**src/rtl/fdc_pkg.sv**
```systemverilog
// ----------------------------------------------------------------------------
// fdc_pkg
// shared types and constants of the crc16 frame decoder
// ----------------------------------------------------------------------------
package fdc_pkg;

    localparam int unsigned COUNT_W = 17;

    localparam logic [COUNT_W-1:0] COUNT_MAX      = 17'h1FFFF;
    localparam logic [COUNT_W-1:0] FRAME_OVERHEAD = 17'd6;
    localparam logic [15:0]        CRC_INIT       = 16'hFFFF;
    localparam logic [15:0]        CRC_POLY       = 16'h1021;
    localparam logic [15:0]        CRC_TOP        = 16'h8000;

    localparam logic [7:0]  START_BYTE_RESET       = 8'hAA;
    localparam logic [15:0] MAX_PAYLOAD_RESET      = 16'd256;
    localparam logic [15:0] PAYLOAD_CAPACITY_RESET = 16'hFFFF;

    typedef enum logic [1:0] {
        CFG_START_BYTE       = 2'd0,
        CFG_MAX_PAYLOAD      = 2'd1,
        CFG_PAYLOAD_CAPACITY = 2'd2
    } cfg_index_t;

    typedef enum logic [2:0] {
        FS_OK         = 3'd0,
        FS_TOO_SHORT  = 3'd1,
        FS_BAD_START  = 3'd2,
        FS_BAD_LENGTH = 3'd3,
        FS_BAD_CRC    = 3'd4
    } frame_status_t;

    typedef enum logic {
        RK_PAYLOAD = 1'b0,
        RK_STATUS  = 1'b1
    } result_kind_t;

    typedef struct packed {
        logic [7:0]  start_byte;
        logic [15:0] max_payload;
        logic [15:0] payload_capacity;
    } cfg_t;

    typedef struct packed {
        logic          valid;
        result_kind_t  kind;
        logic [7:0]    payload_byte;
        logic [7:0]    frame_type;
        logic [15:0]   payload_length;
        frame_status_t status;
    } result_t;

endpackage

```
**src/rtl/crc16_frame_decoder_core.sv**
```systemverilog
// ----------------------------------------------------------------------------
// crc16_frame_decoder_core
// streaming decoder for sof / type / length / payload / crc-16 frames
// ----------------------------------------------------------------------------
// latency: a result is valid the cycle after its input byte is accepted
// throughput: one byte per cycle while the result register is empty or being drained, set by the single result register
// in_ready stays high while the result register is empty or being drained
// reset clears the frame state and loads the register defaults
// ----------------------------------------------------------------------------
module crc16_frame_decoder_core (
    input  logic        clk,
    input  logic        rst_n,

    input  logic        cfg_valid,
    output logic        cfg_ready,
    input  logic [1:0]  cfg_index,
    input  logic [15:0] cfg_data,

    input  logic        in_valid,
    output logic        in_ready,
    input  logic [7:0]  rx_byte,
    input  logic        end_of_frame,

    output logic        out_valid,
    input  logic        out_ready,
    output logic        result_kind,
    output logic [7:0]  payload_byte,
    output logic [7:0]  frame_type,
    output logic [15:0] payload_length,
    output logic [2:0]  frame_status
);

    fdc_pkg::cfg_t    cfg_reg;
    fdc_pkg::result_t res;
    fdc_pkg::result_t res_reg;
    logic             out_valid_reg, out_valid_next;
    logic             in_fire;

    assign cfg_ready = 1'b1;
    assign in_ready  = !out_valid_reg || out_ready;
    assign in_fire   = in_valid && in_ready;

    always_ff @(posedge clk or negedge rst_n)
    begin
        if (!rst_n)
        begin
            cfg_reg.start_byte       <= fdc_pkg::START_BYTE_RESET;
            cfg_reg.max_payload      <= fdc_pkg::MAX_PAYLOAD_RESET;
            cfg_reg.payload_capacity <= fdc_pkg::PAYLOAD_CAPACITY_RESET;
        end
        else if (cfg_valid && cfg_ready)
        begin
            case (cfg_index)
                fdc_pkg::CFG_START_BYTE:       cfg_reg.start_byte       <= cfg_data[7:0];
                fdc_pkg::CFG_MAX_PAYLOAD:      cfg_reg.max_payload      <= cfg_data;
                fdc_pkg::CFG_PAYLOAD_CAPACITY: cfg_reg.payload_capacity <= cfg_data;
                default:                       ;
            endcase
        end
    end

    fdc_parser u_parser (
        .clk     (clk),
        .rst_n   (rst_n),
        .step    (in_fire),
        .rx_byte (rx_byte),
        .last    (end_of_frame),
        .cfg     (cfg_reg),
        .res     (res)
    );

    always_comb
    begin
        if (in_fire)
        begin
            out_valid_next = res.valid;
        end
        else if (out_ready)
        begin
            out_valid_next = 1'b0;
        end
        else
        begin
            out_valid_next = out_valid_reg;
        end
    end

    always_ff @(posedge clk or negedge rst_n)
    begin
        if (!rst_n)
        begin
            out_valid_reg <= 1'b0;
        end
        else
        begin
            out_valid_reg <= out_valid_next;
        end
    end

    always_ff @(posedge clk)
    begin
        if (in_fire && res.valid)
        begin
            res_reg <= res;
        end
    end

    assign out_valid      = out_valid_reg;
    assign result_kind    = res_reg.kind;
    assign payload_byte   = res_reg.payload_byte;
    assign frame_type     = res_reg.frame_type;
    assign payload_length = res_reg.payload_length;
    assign frame_status   = res_reg.status;

`ifndef SYNTHESIS
    a_payload_status_ok: assert property (
        @(posedge clk) disable iff (!rst_n)
        out_valid_reg && res_reg.kind == fdc_pkg::RK_PAYLOAD
        |-> res_reg.status == fdc_pkg::FS_OK)
        else $error("payload transaction carries a status");

    a_status_zero_byte: assert property (
        @(posedge clk) disable iff (!rst_n)
        out_valid_reg && res_reg.kind == fdc_pkg::RK_STATUS
        |-> res_reg.payload_byte == 8'h00)
        else $error("status transaction carries a payload byte");

    a_hold_while_stalled: assert property (
        @(posedge clk) disable iff (!rst_n)
        out_valid_reg && !out_ready |=> out_valid_reg && $stable(res_reg))
        else $error("stalled transaction changed before acceptance");
`endif

endmodule

```
**src/rtl/fdc_crc_byte.sv**
```systemverilog
// ----------------------------------------------------------------------------
// fdc_crc_byte
// bytewise crc-16/ccitt-false update, msb first
// ----------------------------------------------------------------------------
module fdc_crc_byte (
    input  logic [15:0] crc_in,
    input  logic [7:0]  data,
    output logic [15:0] crc_out
);

    always_comb
    begin
        logic [15:0] c;
        c = crc_in ^ {data, 8'h00};
        for (int i = 0; i < 8; i++)
        begin
            if ((c & fdc_pkg::CRC_TOP) != 16'h0000)
            begin
                c = {c[14:0], 1'b0} ^ fdc_pkg::CRC_POLY;
            end
            else
            begin
                c = {c[14:0], 1'b0};
            end
        end
        crc_out = c;
    end

endmodule

```
**src/rtl/fdc_parser.sv**
```systemverilog
// ----------------------------------------------------------------------------
// fdc_parser
// frame position tracking, header capture, crc accumulation and status check
// ----------------------------------------------------------------------------
module fdc_parser (
    input  logic                 clk,
    input  logic                 rst_n,
    input  logic                 step,
    input  logic [7:0]           rx_byte,
    input  logic                 last,
    input  fdc_pkg::cfg_t        cfg,
    output fdc_pkg::result_t     res
);

    logic [fdc_pkg::COUNT_W-1:0] count_reg, count_next;
    logic [15:0]                 crc_reg, crc_next;
    logic                        start_ok_reg, start_ok_next;
    logic [7:0]                  type_reg, type_next;
    logic [15:0]                 length_reg, length_next;
    logic [15:0]                 rxcrc_reg, rxcrc_next;

    logic [15:0]                 crc_upd;
    logic                        crc_en;
    logic                        is_payload;
    logic [fdc_pkg::COUNT_W-1:0] len_ext;
    logic [fdc_pkg::COUNT_W-1:0] n_bytes;
    fdc_pkg::frame_status_t      status;

    fdc_crc_byte u_crc (
        .crc_in  (crc_reg),
        .data    (rx_byte),
        .crc_out (crc_upd)
    );

    assign len_ext = {1'b0, length_reg};

    always_comb
    begin
        start_ok_next = start_ok_reg;
        type_next     = type_reg;
        length_next   = length_reg;
        rxcrc_next    = rxcrc_reg;
        crc_en        = 1'b0;
        is_payload    = 1'b0;
        if (count_reg == 17'd0)
        begin
            start_ok_next = (rx_byte == cfg.start_byte);
        end
        else if (count_reg == 17'd1)
        begin
            type_next = rx_byte;
            crc_en    = 1'b1;
        end
        else if (count_reg == 17'd2)
        begin
            length_next = {length_reg[15:8], rx_byte};
            crc_en      = 1'b1;
        end
        else if (count_reg == 17'd3)
        begin
            length_next = {rx_byte, length_reg[7:0]};
            crc_en      = 1'b1;
        end
        else if (count_reg < len_ext + 17'd4)
        begin
            crc_en     = 1'b1;
            is_payload = 1'b1;
        end
        else if (count_reg == len_ext + 17'd4)
        begin
            rxcrc_next = {rxcrc_reg[15:8], rx_byte};
        end
        else if (count_reg == len_ext + 17'd5)
        begin
            rxcrc_next = {rx_byte, rxcrc_reg[7:0]};
        end
        crc_next = crc_en ? crc_upd : crc_reg;
    end

    // byte count of the frame including the current byte
    assign n_bytes = (count_reg < fdc_pkg::COUNT_MAX) ? count_reg + 17'd1
                                                      : fdc_pkg::COUNT_MAX;

    always_comb
    begin
        if (n_bytes < fdc_pkg::FRAME_OVERHEAD)
        begin
            status = fdc_pkg::FS_TOO_SHORT;
        end
        else if (!start_ok_next)
        begin
            status = fdc_pkg::FS_BAD_START;
        end
        else if (length_next > cfg.max_payload)
        begin
            status = fdc_pkg::FS_BAD_LENGTH;
        end
        else if (n_bytes < {1'b0, length_next} + fdc_pkg::FRAME_OVERHEAD)
        begin
            status = fdc_pkg::FS_TOO_SHORT;
        end
        else if (crc_next != rxcrc_next)
        begin
            status = fdc_pkg::FS_BAD_CRC;
        end
        else if (length_next > cfg.payload_capacity)
        begin
            status = fdc_pkg::FS_BAD_LENGTH;
        end
        else
        begin
            status = fdc_pkg::FS_OK;
        end
    end

    always_comb
    begin
        res.valid          = last || is_payload;
        res.kind           = last ? fdc_pkg::RK_STATUS : fdc_pkg::RK_PAYLOAD;
        res.payload_byte   = last ? 8'h00 : rx_byte;
        res.frame_type     = type_next;
        res.payload_length = length_next;
        res.status         = last ? status : fdc_pkg::FS_OK;
    end

    always_ff @(posedge clk or negedge rst_n)
    begin
        if (!rst_n)
        begin
            count_reg    <= '0;
            crc_reg      <= fdc_pkg::CRC_INIT;
            start_ok_reg <= 1'b0;
            type_reg     <= '0;
            length_reg   <= '0;
            rxcrc_reg    <= '0;
        end
        else if (step)
        begin
            if (last)
            begin
                count_reg    <= '0;
                crc_reg      <= fdc_pkg::CRC_INIT;
                start_ok_reg <= 1'b0;
                type_reg     <= '0;
                length_reg   <= '0;
                rxcrc_reg    <= '0;
            end
            else
            begin
                count_reg    <= count_next;
                crc_reg      <= crc_next;
                start_ok_reg <= start_ok_next;
                type_reg     <= type_next;
                length_reg   <= length_next;
                rxcrc_reg    <= rxcrc_next;
            end
        end
    end

    assign count_next = (count_reg < fdc_pkg::COUNT_MAX) ? count_reg + 17'd1 : count_reg;

`ifndef SYNTHESIS
    a_clear_after_last: assert property (
        @(posedge clk) disable iff (!rst_n)
        step && last |=> count_reg == 17'd0 && crc_reg == fdc_pkg::CRC_INIT
                         && !start_ok_reg)
        else $error("frame state not cleared after final byte");

    a_count_advance: assert property (
        @(posedge clk) disable iff (!rst_n)
        step && !last && count_reg != fdc_pkg::COUNT_MAX
        |=> count_reg == $past(count_reg) + 17'd1)
        else $error("byte count did not advance");

    a_hold_when_idle: assert property (
        @(posedge clk) disable iff (!rst_n)
        !step |=> $stable(count_reg) && $stable(crc_reg) && $stable(length_reg))
        else $error("frame state changed without a transaction");
`endif

endmodule

```
**config.mk**
```make
export PLATFORM = sky130hd
export DESIGN_NAME = crc16_frame_decoder_core
export DESIGN_NICKNAME = d
export VERILOG_FILES = /design/src/rtl/fdc_pkg.sv /design/src/rtl/crc16_frame_decoder_core.sv /design/src/rtl/fdc_crc_byte.sv /design/src/rtl/fdc_parser.sv
export SDC_FILE = /design/constraint.sdc
export NUM_CORES = 1
export LEC_CHECK = 0
export ABC_AREA = 1
export BUFFER_PORTS_ARGS = -buffer_cell sky130_fd_sc_hd__buf_2
export CAP_MARGIN = 20
export CORE_AREA = 2 2 166 168
export CTS_CLUSTER_DIAMETER = 60
export CTS_CLUSTER_SIZE = 25
export DETAILED_ROUTE_END_ITERATION = 10
export DIE_AREA = 0 0 168 170
export MAX_ROUTING_LAYER = met4
export SKIP_CTS_REPAIR_TIMING = 1
export SYNTH_ARGS = -nofsm -noshare
export SYNTH_HDL_FRONTEND = slang
export SYNTH_SLANG_ARGS = --single-unit
```
**constraint.sdc**
```tcl
create_clock -name clk -period 6.6 [get_ports clk]
set_clock_uncertainty 0.2 [all_clocks]
set_input_delay 0.66 -clock clk [delete_from_list [all_inputs] [get_ports clk]]
set_output_delay 0.66 -clock clk [all_outputs]
set_load 0.05 [all_outputs]
```
==> reports/metrics.cfg, run 1 <==
[run_status]
status = completed

[finish]
largest_reg_flops = 40
syn_to_final_growth_pct = 11.3
mostFrequentLayoutCell = nand2_1
diodes = 0
nets = 1495
drive_gt1_frac = 0.167
final_cells = 1744
fin_util = 0.443
layout_common_cells = 320 x nand2_1, 194 x inv_1, 78 x dfrtp_1
fill_cells = 2658

[placed_design]
hpwl_mm = 23.0
place.gp.congestion = 0.934
port_buffers = 69
dp.cells = 1710

[synthesis]
yosysWarnings = 0
synthAdderAreaFrac = 0.0862
seq_area_frac_synth = 0.378
synthXorXnorAreaFrac = 0.0680
synth_top_family_by_area = simple AND/OR/NAND/NOR gates
synthSimpleGateAreaFrac = 0.250
ys_ff_latch = 151
synth.avg_cell_area_um2 = 7.93
synth_nets = 1441
syn-instance-count = 1336
synth_mux_area_frac = 0
yosys.area.top_type_share = 0.184
yosys-top-cells-area = dfrtp_1 18%, nand2_1 11%, edfxtp_1 10%, dfstp_2 9.2%, ha_1 8.6%
synth_compound_area_frac = 0.121
synth_top_area_cell = dfrtp_1
synth_area_um2 = 10600
synth_cell_type_count = 55

[cts]
insertion_delay_ns = 0.43
clockBufferDepth = 2
cts_root_buf = clkbuf_16
htreeDepth = 4
cts_tree = done
clock-sinks = 151
clkTransAtPathRegs_ns = 0.07
cts_made_buffers = 17

[route]
vias = 9109
wl_per_cell_um = 17.4
drc = 0
vias_per_cell = 5.22
antenna_left = 0
first_pass_iters = 7
finalWirelength_mm = 30.4
drt_first_iter_violations = 602

[setup_path]
crit_slowest_cell = a2111oi_0
reg2reg_setup_slack_ns = 1.32
rr_endpoint = frame_status[1]$_SDFFCE_PP0P_
cp.required_ns = 6.58
critPathBufInv = 4
slowest_delay_ns = 0.61
worst_path_dominant_cell_family = simple AND/OR/NAND/NOR gates
startpoint_type = flop
path_class = flop to flop
rr_worst_depth = 27
critPathArrivalTime_ns = 5.26
end_kind = flop
crit_path_max_fanout = 16
crit_top_cell = inv_1
r2r_start = u_parser.count_reg[0]$_DFFE_PN0P_

[run]
drv_cap = 0

[sta]
drv_slew = 0
hold_viol = 0
holdWs_ns = 0.122
relSlewSlack = 0.394
timing.final.crit_share = 0.800
setup_viol_count_final = 0
fmax_mhz = 189
rsz0062_at_grt = false
worst_slew_pin_slew_ns = 0.908
period_needed_ns = 5.28
finalSetupTns_ns = 0

[global_routing]
grt_pass1_wl_mm = 48.2
track_usage = 0.226
grt_pass1_vias = 8805
grt-ovfl-total = 0
grt_max_degree = 64
antenna_found_initial = 0

[floorplan]
chipHeight_um = 170
die_area_um2 = 28600
die_w_um = 168
start_util = 0.398
io_pins = 71
coreArea_um2 = 26700
rows = 60

[min_path]
hp-class = primary input to async pin

[power_and_ir_drop]
powerDensity_nw_per_um2 = 386
ir_worst_vdd_mv = 0.222
power.leakage_nw = 5.85

[cell usage after synthesis, drive strengths merged]
cell / count
o21ai: 90
nand3b: 7
ha: 73
dfstp: 37
clkinv: 4
conb: 1
nand2: 338
nor3: 18
o22ai: 66
a22oi: 6
a211oi: 2
or4: 1
xnor2: 23
a2111oi: 3
xnor3: 1
buf: 18
o221ai: 1
o2111ai: 1
edfxtp: 36
o211ai: 3
a2111o: 1
xor2: 55
a21o: 1
nand3: 65
or2: 2
or3: 1
o21a: 5
clkbuf: 25
a31oi: 1
dfrtp: 78
a21oi: 34
inv: 207
nand4: 34
nor2: 98
[how the worst max path moves through the flow]
stage / slack, ns / cells after the start / endpoint / startpoint
floorplan: 1.55 / 15 / frame_status[0]$_SDFFCE_PN0P_ / u_parser.length_reg[2]$_DFFE_PN0P_
global placement: 1.29 / 27 / frame_status[1]$_SDFFCE_PP0P_ / u_parser.count_reg[0]$_DFFE_PN0P_
detailed placement: 1.28 / 27 / frame_status[1]$_SDFFCE_PP0P_ / u_parser.count_reg[0]$_DFFE_PN0P_
CTS: 1.25 / 27 / frame_status[1]$_SDFFCE_PP0P_ / u_parser.count_reg[0]$_DFFE_PN0P_
global route: 0.94 / 27 / frame_status[1]$_SDFFCE_PP0P_ / u_parser.count_reg[0]$_DFFE_PN0P_
finish: 1.32 / 27 / frame_status[1]$_SDFFCE_PP0P_ / u_parser.count_reg[0]$_DFFE_PN0P_
[per-layer routing]
layer | vias up | GRT usage | share of wire
met1 | 4310 | 0.298 | 0.45
met4 | 0 | 0.0764 | 0.024
met2 | 249 | 0.357 | 0.47
li1 | 4498 | - | -
met5 | - | - | 0
met3 | 52 | 0.0330 | 0.058
[cell type report]
type | instances | area [µm²] | share of cell area
multi-input cells | 931 | 5580 | 0.473
flip-flops and latches | 151 | 4010 | 0.340
inverters | 211 | 792 | 0.0672
repair buffers | 78 | 443 | 0.0376
clock buffers | 18 | 429 | 0.0364
well taps | 341 | 427 | 0.0362
clock inverters | 14 | 118 | 0.00997
[per-stage QoR]
step | cell area [µm²] | power [W] | worst slack [ns]
after floorplan | 10600 | 0.00310 | 1.55
after global placement | 11200 | 0.00361 | 1.29
after detailed placement | 11200 | 0.00363 | 1.28
after CTS | 11800 | 0.00457 | 1.25
after global routing | 11800 | 0.00490 | 0.936
final | 11800 | 0.00456 | 1.32
[logic make-up after synthesis]
kind of cell | count (synthesis)
simple gates | 564
buf+inv | 254
compound gates | 214
flops | 151
xor+xnor | 79
fa+ha+maj | 73
other cells | 1
[power breakdown]
part | internal [W] | total, W | switching (W) | leakage, nW
logic | 0.000711 | 0.00227 | 0.00156 | 3.81
registers | 0.00123 | 0.00136 | 0.000133 | 1.79
clock network | 0.000489 | 0.000927 | 0.000437 | 0.248
total | 0.00243 | 0.00456 | 0.00213 | 5.85
No activity file was read; power rests on OpenSTA's default activity.
==> run 2: changes to the inputs <==
- clock period: 6.6 -> 4.97 ns (I/O delays scaled with it)
==> run 2 against run 1 <==
  * Combinational power grew 37%
  * Wire length shrank 0.59%
  * Global-route usage shrank 0.21 points
  * Sequential share of layout area shrank 0.90 points
  * Die area is the same
  * Critical path type unchanged
==> reports/metrics.cfg, run 2 (same netlist as run 1, synthesis figures left out) <==
[placed_design]
dpl_worst_slack_ns = 0.112
port_buffers = 69
place.gp.congestion = 0.940
hpwl_mm = 23.3

[route]
first_pass_iters = 5
vias = 9109
drt_first_iter_violations = 671
antenna_left = 0
finalWirelength_mm = 30.2
vias_per_cell = 5.13
wl_per_cell_um = 17.0
drc = 0

[global_routing]
antenna_found_initial = 0
grt_pass1_wl_mm = 47.8
grt_pass1_vias = 8657
grt_max_degree = 51
track_usage = 0.223
grt-ovfl-total = 0

[cts]
cts_made_buffers = 17
clock-sinks = 151
insertion_delay_ns = 0.43
htreeDepth = 4
clkTransAtPathRegs_ns = 0.06
clockBufferDepth = 2
cts_root_buf = clkbuf_16
cts_tree = done

[sta]
timing.final.crit_share = 0.933
hold_viol = 0
fmax_mhz = 216
period_needed_ns = 4.64
finalSetupTns_ns = 0
holdWs_ns = 0.100
fin_ws_ns = 0.333
worst_slew_pin_slew_ns = 0.780
drv_slew = 0
relSlewSlack = 0.478
setup_viol_count_final = 0

[setup_path]
r2r_start = u_parser.count_reg[1]$_DFFE_PN0P_
crit_path_max_fanout = 14
critPathBufInv = 4
crit_slowest_cell = dfrtp_2
cp.required_ns = 4.94
end_kind = flop
rr_worst_depth = 27
path_class = flop to flop
slowest_delay_ns = 0.46
reg2reg_setup_slack_ns = 0.33
rr_endpoint = frame_status[1]$_SDFFCE_PP0P_
startpoint_type = flop
worst_path_dominant_cell_family = simple AND/OR/NAND/NOR gates
critPathArrivalTime_ns = 4.61

[finish]
diodes = 0
syn_to_final_growth_pct = 14.3
nets = 1527
mostFrequentLayoutCell = nand2_1
layout_common_cells = 319 x nand2_1, 193 x inv_1, 77 x dfrtp_1
drive_gt1_frac = 0.187
largest_reg_flops = 40

[power_and_ir_drop]
ir_worst_vdd_mv = 0.309
power.leakage_nw = 6.07
powerDensity_nw_per_um2 = 516

[min_path]
min_to = cfg_reg[8]$_DFFE_PN1P_
hp-class = primary input to flop
hp-start = cfg_data[8]
hold_depth = 3

[floorplan]
die_w_um = 168
io_pins = 71
chipHeight_um = 170
coreArea_um2 = 26700
start_util = 0.398
rows = 60
die_area_um2 = 28600

[run]
drv_cap = 0

[run_status]
status = completed

==> run 2: stage by stage <==
stage,instance area (µm²),util,std cells,power [W]
after CTS,12000,0.452,1773,0.00624
after global routing,12100,0.455,1776,0.00670
final,12100,0.455,1776,0.00625
after floorplan,10600,-,1336,0.00412
after detailed placement,11400,0.429,1741,0.00489
after global placement,11400,0.429,1741,0.00486
==> run 2: layout make-up <==
type | count | area [µm²]
Fill cell | 2638 | 14500
Multi-Input combinational cell | 931 | 5610
Sequential cell | 151 | 4010
Inverter | 211 | 792
Timing Repair Buffer | 110 | 681
Clock buffer | 24 | 524
Tap cell | 341 | 427
Clock inverter | 8 | 83.8
==> run 2: how the worst max path moves through the flow <==
stage,from,end,slack [ns],cells after the start
finish,u_parser.count_reg[1]$_DFFE_PN0P_,frame_status[1]$_SDFFCE_PP0P_,0.33,27
floorplan,u_parser.count_reg[0]$_DFFE_PN0P_,frame_status[1]$_SDFFCE_PP0P_,0.48,28
detailed placement,u_parser.count_reg[1]$_DFFE_PN0P_,frame_status[1]$_SDFFCE_PP0P_,0.11,27
global placement,u_parser.count_reg[1]$_DFFE_PN0P_,frame_status[1]$_SDFFCE_PP0P_,0.24,27
CTS,u_parser.count_reg[1]$_DFFE_PN0P_,frame_status[1]$_SDFFCE_PP0P_,0.09,27
global route,u_parser.count_reg[1]$_DFFE_PN0P_,frame_status[1]$_SDFFCE_PP0P_,-0.002,27
==> run 2: report_power, final <==
group | total, W | switching, W | internal [W] | leakage (nW)
Sequential | 0.00181 | 0.000170 | 0.00164 | 1.79
Combinational | 0.00312 | 0.00211 | 0.00101 | 3.98
Clock | 0.00133 | 0.000533 | 0.000794 | 0.298
Total | 0.00625 | 0.00281 | 0.00344 | 6.07
==> run 2: tightest hold or removal path, stage by stage <==
cell and delay (ns):
buf_2 0.09, inv_1 0.05, o21ai_0 0.08
==> run 2: layer usage <==
metal	vias to the layer above	wire, µm	track usage
met2	205	13900	0.353
li1	4577	-	-
met1	4287	14400	0.304
met5	-	0	-
met3	40	1290	0.0228
met4	0	677	0.0703
